## src/rtl/bptc_pkg.sv

```systemverilog
// Shared types, widths and constants for the pressure/temperature compensation block.
// No dependencies; every other file of the block imports this package.
`default_nettype none

package bptc_pkg;

  // Field widths
  localparam int RAW_W  = 24;
  localparam int CAL_W  = 16;
  localparam int TOUT_W = 15;
  localparam int POUT_W = 17;
  localparam int IDX_W  = 3;

  // Internal datapath widths, sized for the worst case of every input pattern
  localparam int DT_W    = RAW_W + 1;            // dT, signed
  localparam int MT_W    = DT_W + CAL_W + 1;     // dT times a coefficient, signed
  localparam int DD_W    = 2 * DT_W;             // dT squared, signed container
  localparam int A_W     = MT_W - 23;            // TEMP - 2000, signed
  localparam int T2_W    = 17;                   // dT^2 / 2^31, unsigned
  localparam int OFF1_W  = 36;                   // first-order OFF, signed
  localparam int SENS1_W = 35;                   // first-order SENS, signed
  localparam int B_W     = A_W + 1;              // TEMP + 1500, signed
  localparam int SQ_W    = 2 * B_W;              // squares, nonnegative
  localparam int CORR_W  = SQ_W + 4;             // OFF2 / SENS2, unsigned
  localparam int TEMP_W  = A_W + 2;              // corrected TEMP, signed
  localparam int FIN_W   = CORR_W + 2;           // corrected OFF / SENS, signed
  localparam int SPLIT   = 21;                   // SENS split point for the product
  localparam int LOP_W   = RAW_W + SPLIT;        // D1 * SENS low part, unsigned
  localparam int HIP_W   = 2 * (FIN_W - SPLIT);  // D1 * SENS high part, signed
  localparam int X_W     = HIP_W + 2;            // D1*SENS/2^21 - OFF, signed
  localparam int P_W     = X_W - 15;             // uncompensated-range pressure, signed

  localparam int NSTAGE  = 9;

  // Formula constants
  localparam int TEMP_BASE  = 2000;
  localparam int VCOLD_DIST = 3500;              // 2000 - (-1500)
  localparam int TEMP_MIN   = -4000;
  localparam int TEMP_MAX   = 8500;
  localparam int PRES_MIN   = 1000;
  localparam int PRES_MAX   = 120000;

  // Calibration register indexes
  localparam logic [IDX_W-1:0] REG_C1 = 3'd0;
  localparam logic [IDX_W-1:0] REG_C2 = 3'd1;
  localparam logic [IDX_W-1:0] REG_C3 = 3'd2;
  localparam logic [IDX_W-1:0] REG_C4 = 3'd3;
  localparam logic [IDX_W-1:0] REG_C5 = 3'd4;
  localparam logic [IDX_W-1:0] REG_C6 = 3'd5;

  typedef struct packed {
    logic [CAL_W-1:0] c1;
    logic [CAL_W-1:0] c2;
    logic [CAL_W-1:0] c3;
    logic [CAL_W-1:0] c4;
    logic [CAL_W-1:0] c5;
    logic [CAL_W-1:0] c6;
  } cal_t;

  // First-order results leaving the front unit
  typedef struct packed {
    logic        [RAW_W-1:0]   d1;
    logic signed [A_W-1:0]     a;
    logic signed [OFF1_W-1:0]  off1;
    logic signed [SENS1_W-1:0] sens1;
    logic        [T2_W-1:0]    t2;
  } first_t;

  // Corrected values leaving the second-order unit
  typedef struct packed {
    logic        [RAW_W-1:0]  d1;
    logic signed [TEMP_W-1:0] temp;
    logic signed [FIN_W-1:0]  off;
    logic signed [FIN_W-1:0]  sens;
  } corr_t;

endpackage

`default_nettype wire

```

## src/rtl/bptc_cfg.sv

```systemverilog
// Calibration word registers C1..C6 with their write port.
// Depends on bptc_pkg.
`default_nettype none

module bptc_cfg
  import bptc_pkg::*;
(
  input  wire logic             clk,
  input  wire logic             rst_n,
  input  wire logic             wr_en,
  input  wire logic [IDX_W-1:0] wr_index,
  input  wire logic [CAL_W-1:0] wr_data,
  output cal_t                  cal
);

  cal_t cal_r;
  cal_t cal_nxt;

  always_comb begin
    cal_nxt = cal_r;
    if (wr_en) begin
      unique case (wr_index)
        REG_C1:  cal_nxt.c1 = wr_data;
        REG_C2:  cal_nxt.c2 = wr_data;
        REG_C3:  cal_nxt.c3 = wr_data;
        REG_C4:  cal_nxt.c4 = wr_data;
        REG_C5:  cal_nxt.c5 = wr_data;
        REG_C6:  cal_nxt.c6 = wr_data;
        default: cal_nxt = cal_r;  // drop writes past the last word
      endcase
    end
  end

  always_ff @(posedge clk) begin
    if (!rst_n) begin
      cal_r <= '0;
    end else begin
      cal_r <= cal_nxt;
    end
  end

  assign cal = cal_r;

endmodule

`default_nettype wire

```

## config.mk

```make
export PLATFORM = sky130hd
export DESIGN_NAME = bptc_cfg
export DESIGN_NICKNAME = d
export VERILOG_FILES = /design/src/rtl/bptc_pkg.sv /design/src/rtl/bptc_cfg.sv
export SDC_FILE = /design/constraint.sdc
export NUM_CORES = 1
export LEC_CHECK = 0
export BUFFER_PORTS_ARGS = -buffer_cell sky130_fd_sc_hd__buf_2
export CAP_MARGIN = 5
export CELL_PAD_IN_SITES_DETAIL_PLACEMENT = 0
export CELL_PAD_IN_SITES_GLOBAL_PLACEMENT = 2
export CORE_MARGIN = 10
export CORE_UTILIZATION = 30
export DETAILED_ROUTE_END_ITERATION = 10
export GPL_ROUTABILITY_DRIVEN = 0
export PLACE_DENSITY_LB_ADDON = 0.25
export SETUP_SLACK_MARGIN = 0.5
export SYNTH_ARGS = -nofsm -noshare
export SYNTH_HDL_FRONTEND = slang
export SYNTH_SLANG_ARGS = --single-unit
```

## constraint.sdc

```tcl
create_clock -name clk -period 1.4 [get_ports clk]
set_input_delay 0.21 -clock clk [delete_from_list [all_inputs] [get_ports clk]]
set_output_delay 0.21 -clock clk [all_outputs]
set_load 0.02 [all_outputs]
```

==> results.md, run 1 <==
* Outcome: completed
* Die Wd at 128 um
* Slowest cell on crit path: dfxtp_2
* Critical Path Start Type: flip-flop
* Max-Cap Viols at 0
* Syn Nets at 356
* Die height at 128 um
* Initial antenna violation count at 0
* Final instance area at 5670 um2
* Root Driver: clkbuf_16
* Hold path startpoint: rst_n
* Drt drc at 0
* CTS Buffer Depth at 2
* Clk_lat worst skew at 330 ps
* Drt via density at 4.48
* FP Rows at 39
* Worst min-delay path class: in2reg
* Hold Buf Count CTS at 0
* Share of power burned in the clock network at 0.422
* Largest net degree at the start of global routing at 41
* Share of the synthesized area in the top cell type at 0.550
* Initial DRC Count at 142
* DP HPWL at 7340 um
* Max FFs per register at 96
* Commonest cells post-synth: nand2_1, dfxtp_1, mux2i_1
* Die ar. at 16400 um2
* Starting density of the core at 0.306
* Setup violations, final at 0
* Sink Count at 96
* Crit. End Element: output pin
* Ys flop type: dfxtp_1
* Worst R2R Start: cal[44]
* Core area at 11400 um2
* Crit path time final at 1020 ps
* Crit-path cells: buf_6
* Via count at 2813
* Sw Pwr at 1.37 mW
* Hold Violations, Final at 0
* Fmax at 0.983 GHz
* Cell taking the most area after synthesis: dfxtp_1
* P_int at 4.56 mW
* Netlist cell types at 13
* Combinational power share at 0.097
* Crit path largest cell delay at 350 ps
* Most frequent cell after synthesis: nand2_1
* RSZ-0062 raised after global routing: yes
* H-tree Lvls at 3
* EDFF count, synth at 0
* Pins Over Slew Limit at 0
* WL final at 11200 um
* Kind of critical path: reg2out
* 1st-pass router iterations at 4
* Placed Area at 4270 um2
* Seq/Total Area, Yosys at 0.550
* Wire per inst at 17.8 um
* Io pins at 118
* Setup tns final at 0 ps
* Diodes inserted at 0
* Hold Path Sink: cal[6]
* Worst-margin pin slew at 284 ps
* CP required at 1190 ps
* Syn Inst Count at 334
* R2R Path End: cal[44]
* FF-to-FF path depth at 4
* Yosys reg bits at 96
* IO buf count at 117
* Leakage power at 2.85 nW
* Fillers at 1063
* Register area at 2040 um2
* Peak supply drop at 0.000506 V
* First-pass GRT wire length at 16900 um
* Multi-input gate area at 1470 um2
* Area Overhead vs Synth at 62.3%
* Crit-path leading delay family: flip-flops
* Slew Limit Headroom at 0.810
* CTS Buf Count at 9
* Synth warn at 0
* Synthesized area per cell at 10.5 um2
* Crit Path Max Fanout at 2
* Fin crit share at 0.727
* Clock skew at 0 ps
* PD cells at 1040 nW/um2
* Post-synthesis async set-or-reset flop share at 0
* Post-Syn Area at 3490 um2
* Antenna-violating nets left at 0
* Worst reg2reg setup slack at 600 ps
* Total Nets Final at 503
* Ranking of synthesized cells by area: dfxtp_1, mux2i_1, nand2_1
* Total gr overflow at 0
* Gr usage total at 0.132
* Sequential Power Share at 0.480
* Sw frac at 0.231
* Clock-pin slew on the worst setup and hold paths at 70 ps
* Min-Delay Path Depth at 3
* Layout cells sized above 1 at 0.559
* CTS tree: built
* CP Data Arrival Time at 810 ps
* Vias in the first global route at 2917
* CP bufs+invs at 1
==> power groups by stage <==
stage / clock network [mW] / registers, mW / logic (mW)
6_report: 2.50 / 2.85 / 0.576
3_5_place_dp: 0 / 2.89 / 0.446
3_3_place_gp: 0 / 2.89 / 0.441
2_1_floorplan: 0 / 2.96 / 0.199
5_1_grt: 2.67 / 2.85 / 0.619
4_1_cts: 2.56 / 2.85 / 0.550
==> placed cells by master (no fill, tap or decap) <==
| cell type | count |
|---|---|
| buf_16 | 1 |
| buf_12 | 7 |
| dfxtp_2 | 96 |
| mux2i_1 | 96 |
| bufinv_16 | 1 |
| buf_8 | 3 |
| and4bb_4 | 1 |
| buf_6 | 103 |
| or4b_4 | 2 |
| nand4b_1 | 2 |
| clkbuf_1 | 2 |
| nand2_1 | 112 |
| clkbuf_16 | 10 |
| nand4bb_1 | 2 |
| clkbuf_8 | 2 |
| clkbuf_4 | 1 |
| buf_4 | 27 |
| buf_2 | 16 |
| clkinv_4 | 1 |
==> metrics by stage <==
step	util	hold WS [ps]	total power, mW	cells	worst slack, ps
floorplan	-	453	3.15	334	156
global placement	0.374	442	3.33	581	63.9
detailed placement	0.374	447	3.33	581	43.8
CTS	0.477	208	5.96	609	352
global route	0.497	216	6.14	628	349
finish	0.497	220	5.93	628	383
==> worst reg2reg max path: cells and delay by family (launching register included) <==
family	cells	cell delay, ps
DFF	1	330
muxes	1	60
buffers and inverters	2	240
and+or+nand+nor	1	50
==> repair_timing <==
item                                    4_1_cts  5_1_grt
pin swaps                                     2        1
endpoints found under the setup margin      114      190
hold endpoints to repair                      0        0
gates resized for setup                     298       13
buffers inserted                             11       18
gates cloned                                  2        1
==> area by class of cell <==
cell class              instances  share of cell area
multi-input cells             215               0.258
well taps                     143              0.0315
clock buffers                  13              0.0459
repair buffers                159               0.298
flip-flops and latches         96               0.360
clock inverters                 2             0.00684
==> per-layer routing <==
| metal | routed length [um] | GRT usage |
|---|---|---|
| met2 | 5420 | 0.216 |
| met5 | 0 | 0 |
| met4 | 137 | 0.0556 |
| met1 | 4960 | 0.158 |
| met3 | 647 | 0.0397 |
==> cells by family (layout without fill, tap and decap cells) <==
logic type / Yosys count / after routing / share of synthesized area
DFF: 96 / 96 / 0.550
and+or+nand+nor: 118 / 119 / 0.138
muxes: 96 / 96 / 0.275
buffers and inverters: 24 / 174 / 0.0369
==> worst max-delay path by stage <==
stage / startpoint / slack [ps] / end / cells past startpoint
after detailed placement: wr_index[0] / 40 / cal[87] / 3
after CTS: cal[20] / 350 / cal[20] / 1
after floorplan: wr_index[1] / 160 / cal[89] / 4
after global routing: cal[92] / 350 / cal[92] / 1
final: cal[87] / 380 / cal[87] / 1
after global placement: wr_index[0] / 60 / cal[92] / 3
Note: power is estimated with default switching activity, not from simulation.
==> inputs of run 2 (changes only) <==
--- a/config.mk
+++ b/config.mk
@@ -10,7 +10,7 @@
 export CELL_PAD_IN_SITES_DETAIL_PLACEMENT = 0
 export CELL_PAD_IN_SITES_GLOBAL_PLACEMENT = 2
 export CORE_MARGIN = 10
-export CORE_UTILIZATION = 30
+export CORE_UTILIZATION = 27
 export DETAILED_ROUTE_END_ITERATION = 10
 export GPL_ROUTABILITY_DRIVEN = 0
 export PLACE_DENSITY_LB_ADDON = 0.25
==> constraint.sdc (replaced) <==
create_clock -name clk -period 0.8 [get_ports clk]
set_input_delay 0.12 -clock clk [delete_from_list [all_inputs] [get_ports clk]]
set_output_delay 0.12 -clock clk [all_outputs]
set_load 0.02 [all_outputs]
==> results.md, run 2 (same netlist as run 1, synthesis figures left out) <==
* Vias in the first global route at 3050 (was 2917)
* Final instance area at 6020 um2 (was 5670 um2)
* Sw Pwr at 2.42 mW (was 1.37 mW)
* Outcome: finished, violations left (was completed)
* Initial antenna violation count at 0 (unchanged)
* Layout Cells excl Fill at 651 (was 628)
* P_int at 8.19 mW (was 4.56 mW)
* FP Rows at 41 (was 39)
* Kind of critical path: reg2out (unchanged)
* Final WS setup at -141 ps (was 383 ps)
* Total Power at 10.6 mW (was 5.93 mW)
* Sequential Power Share at 0.445 (was 0.480)
* Max-Cap Viols at 0 (unchanged)
* Wire per inst at 17.8 um (about the same)
* Fmax at 1.06 GHz
* Clock-pin slew on the worst setup and hold paths at 70 ps (about the same)
* Crit path largest cell delay at 360 ps (was 350 ps)
* Slowest cell on crit path: dfxtp_4 (was dfxtp_2)
* CP required at 680 ps (was 1190 ps)
* Root Driver: clkbuf_16 (unchanged)
* Critical Path Start Type: flip-flop (unchanged)
* CTS Buffer Depth at 2 (unchanged)
* H-tree Lvls at 3 (unchanged)
* First-pass GRT wire length at 18400 um (was 16900 um)
* Crit-path leading delay family: flip-flops (unchanged)
* Die Wd at 134 um (was 128 um)
* Starting density of the core at 0.276 (was 0.306)
* Failing checks: negative setup slack
* Combinational power share at 0.101 (was 0.097)
* Die height at 134 um (was 128 um)
* Layout cells sized above 1 at 0.557 (was 0.559)
* Setup violations, final at 132 (was 0)
* Drt drc at 0 (unchanged)
* Place WS at -469 ps (was 43.8 ps)
* Crit Path Max Fanout at 2 (unchanged)
* Sw frac at 0.228 (was 0.231)
* Most common cell after layout, fill and taps aside: nand2_1 (unchanged)
* Area Overhead vs Synth at 72.3% (was 62.3%)
* CTS Buf Count at 9 (unchanged)
* Core area at 12700 um2 (was 11400 um2)
* Worst min-delay path class: in2reg (unchanged)
* Worst-margin pin slew at 293 ps (was 284 ps)
* CP Data Arrival Time at 820 ps (was 810 ps)
* WL final at 11600 um (was 11200 um)
* Peak supply drop at 0.000842 V (was 0.000506 V)
* Via count at 2835 (was 2813)
* Sink Count at 96 (unchanged)
* DP HPWL at 7860 um (was 7340 um)
* Largest net degree at the start of global routing at 28 (was 41)
* IO buf count at 117 (unchanged)
* Gr usage total at 0.132 (about the same)
* Worst hold margin at 169 ps (was 220 ps)
* Crit path time final at 941 ps
* Diodes inserted at 0 (unchanged)
* Total gr overflow at 0 (unchanged)
* Initial DRC Count at 99 (was 142)
* Crit. End Element: output pin (unchanged)
* Fin crit share at 1.18
* Antenna-violating nets left at 0 (unchanged)
* Slew Limit Headroom at 0.804 (was 0.810)
* CP bufs+invs at 1 (unchanged)
* Pins Over Slew Limit at 0 (unchanged)
* RSZ-0062 raised after global routing: yes (unchanged)
* Hold Violations, Final at 0 (unchanged)
* Io pins at 118 (unchanged)
* Crit-path cells: buf_6 (unchanged)
* Most frequent cells in the layout: nand2_1, buf_6, mux2i_1, dfxtp_4, buf_2 (was nand2_1, buf_6, mux2i_1, dfxtp_2, buf_4)
* Die ar. at 17900 um2 (was 16400 um2)
* CTS tree: built (unchanged)
* PD cells at 1760 nW/um2 (was 1040 nW/um2)
* Placed insts at 622 (was 581)
* Placed Area at 4790 um2 (was 4270 um2)
* Drt via density at 4.35 (was 4.48)
* Clock skew at 0 ps (unchanged)
* Total Nets Final at 496 (was 503)
* Leakage power at 2.87 nW (was 2.85 nW)
* Clk_lat worst skew at 340 ps (was 330 ps)
* 1st-pass router iterations at 4 (unchanged)
* Max FFs per register at 96 (unchanged)
* Share of power burned in the clock network at 0.455 (was 0.422)
[run 2: cell count changes in the layout (fill, tap and decap cells not counted), sizes merged]
cell	delta
clkinv	+2
buf	-5
clkbuf	-6
clkinvlp	+1
bufinv	+2
[run 2: what timing repair did]
action	in CTS	in global routing
pin swaps	5	3
gates resized for setup	225	1
hold buffers	0	0
setup buffers	6	2
endpoints found under the setup margin	192	192
hold endpoints to repair	0	0
cloned	5	0
[run 2: metal layers]
metal  GRT usage  up-vias  wire length [um]
met3      0.0380       13               600
met2       0.208       75              5400
met4      0.0435        0               159
li1            -     1398                 -
met5           0        -                 0
met1       0.169     1349              5440
[run 2: path summary, 6_finish.rpt]
kind / start / to / slack (ps) / cells after the start
max: cal[65] / cal[65] / -140 / 1
min reg2reg: cal[12] / cal[12] / 480 / 2
max reg2reg: cal[73] / cal[73] / 110 / 3
min: wr_data[15] / cal[63] / 170 / 3
[run 2: power by group through the flow]
| stage | registers (mW) | logic [mW] | clock network, mW |
|---|---|---|---|
| final | 4.72 | 1.07 | 4.82 |
| after floorplan | 4.93 | 0.374 | 0 |
| after global routing | 4.73 | 1.15 | 5.17 |
| after global placement | 4.80 | 0.835 | 0 |
| after detailed placement | 4.80 | 0.841 | 0 |
| after CTS | 4.72 | 1.08 | 4.96 |
[run 2: cell type report]
class	count	area, um2
clock buffers	9	225
clock inverters	7	110
fillers	1194	6650
multi-input cells	215	1500
flip-flops and latches	96	2280
well taps	172	215
repair buffers	152	1690
[run 2: metrics by stage]
stage | util | TNS [ps]
after detailed placement | 0.378 | -28840
final | 0.475 | -12660
after floorplan | - | -6490
after CTS | 0.474 | -14750
after global routing | 0.475 | -17170
after global placement | 0.378 | -26880
==> inputs of run 3 (changes only) <==
--- a/config.mk
+++ b/config.mk
@@ -10,7 +10,8 @@
 export CELL_PAD_IN_SITES_DETAIL_PLACEMENT = 0
 export CELL_PAD_IN_SITES_GLOBAL_PLACEMENT = 2
 export CORE_MARGIN = 10
-export CORE_UTILIZATION = 27
+export CORE_UTILIZATION = 28
+export CTS_BUF_LIST = sky130_fd_sc_hd__clkbuf_4 sky130_fd_sc_hd__clkbuf_8
 export DETAILED_ROUTE_END_ITERATION = 10
 export GPL_ROUTABILITY_DRIVEN = 0
 export PLACE_DENSITY_LB_ADDON = 0.25
==> results.md, run 3 (same netlist as run 1, synthesis figures left out) <==
* Drt via density at 4.40 (was 4.35)
* Core area at 12100 um2 (was 12700 um2)
* Placed insts at 616 (was 622)
* Slew Limit Headroom at 0.809 (was 0.804)
* Initial DRC Count at 78 (was 99)
* Initial antenna violation count at 0 (unchanged)
* Crit Path Max Fanout at 2 (unchanged)
* Fin crit share at 1.22 (was 1.18)
* Crit path largest cell delay at 360 ps (about the same)
* Most common cell after layout, fill and taps aside: nand2_1 (unchanged)
* Starting density of the core at 0.289 (was 0.276)
* Sequential Power Share at 0.525 (was 0.445)
* Final instance area at 5900 um2 (was 6020 um2)
* Share of power burned in the clock network at 0.354 (was 0.455)
* Failing checks: negative setup slack (unchanged)
* Wire per inst at 18.0 um (was 17.8 um)
* Clock skew at 0 ps (unchanged)
* Diodes inserted at 0 (unchanged)
* Most frequent cells in the layout: nand2_1, buf_6, mux2i_1, dfxtp_4, buf_2 (unchanged)
* Worst hold margin at 142 ps (was 169 ps)
* DP HPWL at 7850 um (was 7860 um)
* Total Nets Final at 495 (was 496)
* Combinational power share at 0.122 (was 0.101)
* Max-Cap Viols at 0 (unchanged)
* Hold Buf Count CTS at 0 (unchanged)
* Crit-path leading delay family: flip-flops (unchanged)
* Max FFs per register at 96 (unchanged)
* Via count at 2843 (was 2835)
* CTS tree: built (unchanged)
* Register area at 2280 um2 (unchanged)
* P_int at 6.62 mW (was 8.19 mW)
* PD cells at 1520 nW/um2 (was 1760 nW/um2)
* Leakage power at 2.83 nW (was 2.87 nW)
* Io pins at 118 (unchanged)
* Critical Path Start Type: flip-flop (unchanged)
* Min-Delay Path Depth at 3 (unchanged)
* Largest net degree at the start of global routing at 18 (was 28)
* Gr usage total at 0.133 (was 0.132)
* Crit-path cells: buf_6 (unchanged)
* Pins Over Slew Limit at 0 (unchanged)
* Clk_lat worst skew at 360 ps (was 340 ps)
* Layout cells sized above 1 at 0.561 (was 0.557)
* Worst min-delay path class: in2reg (unchanged)
* Fmax at 1.03 GHz (was 1.06 GHz)
* Sw Pwr at 2.36 mW (was 2.42 mW)
* Total gr overflow at 0 (unchanged)
* Sw frac at 0.263 (was 0.228)
* Antenna-violating nets left at 0 (unchanged)
* CTS Buffer Depth at 2 (unchanged)
* Sink Count at 96 (unchanged)
* Kind of critical path: reg2out (unchanged)
* Placed Area at 4820 um2 (was 4790 um2)
* Outcome: finished, violations left (unchanged)
* H-tree Lvls at 3 (unchanged)
* FP Rows at 40 (was 41)
* Fillers at 1162 (was 1194)
* Hold Violations, Final at 0 (unchanged)
* IO buf count at 117 (unchanged)
* Die height at 132 um (was 134 um)
* Setup violations, final at 105 (was 132)
* Clock-pin slew on the worst setup and hold paths at 100 ps (was 70 ps)
* Layout Cells excl Fill at 646 (was 651)
* CP Data Arrival Time at 850 ps (was 820 ps)
* Crit. End Element: output pin (unchanged)
* Vias in the first global route at 3060 (was 3050)
* Crit path time final at 974 ps (was 941 ps)
* Slowest cell on crit path: dfxtp_4 (unchanged)
* Die Wd at 132 um (was 134 um)
* Final WS setup at -174 ps (was -141 ps)
* CTS Buf Count at 9 (unchanged)
* CP required at 680 ps (about the same)
* 1st-pass router iterations at 4 (unchanged)
* WL final at 11600 um (about the same)
* Total Power at 8.98 mW (was 10.6 mW)
* Area Overhead vs Synth at 69.0% (was 72.3%)
* Root Driver: clkbuf_8 (was clkbuf_16)
* Drt drc at 0 (unchanged)
* Worst path depth at 1 (unchanged)
* Worst-margin pin slew at 286 ps (was 293 ps)
* Multi-input gate area at 1500 um2 (about the same)
* CP bufs+invs at 1 (unchanged)
* RSZ-0062 raised after global routing: yes (unchanged)
* Peak supply drop at 0.000665 V (was 0.000842 V)
* FF-to-FF path depth at 4 (was 3)
* First-pass GRT wire length at 18000 um (was 18400 um)
* Die ar. at 17300 um2 (was 17900 um2)
run 3: changes by cell type in the layout (fill, tap and decap cells not counted), moves of 2 or more:
cell       before  now
bufinv_16       3    1
buf_8           4    2
buf_12          8   11
clkbuf_16       9    2
clkbuf_8        0    9
inv_6           0    2
run 3: path summary, 6_finish.rpt:
| check | start | endpoint | slack, ps |
|---|---|---|---|
| min reg2reg | cal[79] | cal[79] | 490 |
| max reg2reg | cal[51] | cal[51] | -10 |
| max | cal[68] | cal[68] | -170 |
| min | wr_data[6] | cal[54] | 140 |
run 3: metrics by stage:
step / util / TNS (ps) / worst slack [ps]
CTS: 0.482 / -18090 / -203
global placement: 0.398 / -25540 / -469
floorplan: - / -6490 / -354
global route: 0.488 / -19280 / -220
detailed placement: 0.398 / -27840 / -491
finish: 0.488 / -15440 / -174
run 3: layout make-up:
cell class / count / area share
multi-input cells: 215 / 0.254
well taps: 168 / 0.0356
repair buffers: 151 / 0.291
flip-flops and latches: 96 / 0.387
clock buffers: 9 / 0.0210
clock inverters: 7 / 0.0117
run 3: routing by layer:
metal  GRT usage  wire [um]  up-vias
met3      0.0400        660       15
met5           0          0        -
met4      0.0494        133        0
met2       0.215       5570       81
met1       0.162       5280     1345
li1            -          -     1402
run 3: power groups by stage:
stage          registers (mW)  clock network [mW]  logic (mW)
3_5_place_dp             4.80                   0       0.861
5_1_grt                  4.73                3.53        1.17
3_3_place_gp             4.80                   0       0.852
6_report                 4.71                3.18        1.09
2_1_floorplan            4.93                   0       0.374
4_1_cts                  4.71                3.34        1.09
run 3: what timing repair did:
item,CTS,global route
pin swaps,4,3
resized for setup,214,6
setup buffers,6,3
hold endpoints to repair,0,0
gates cloned,4,1
setup endpoints to repair,192,192
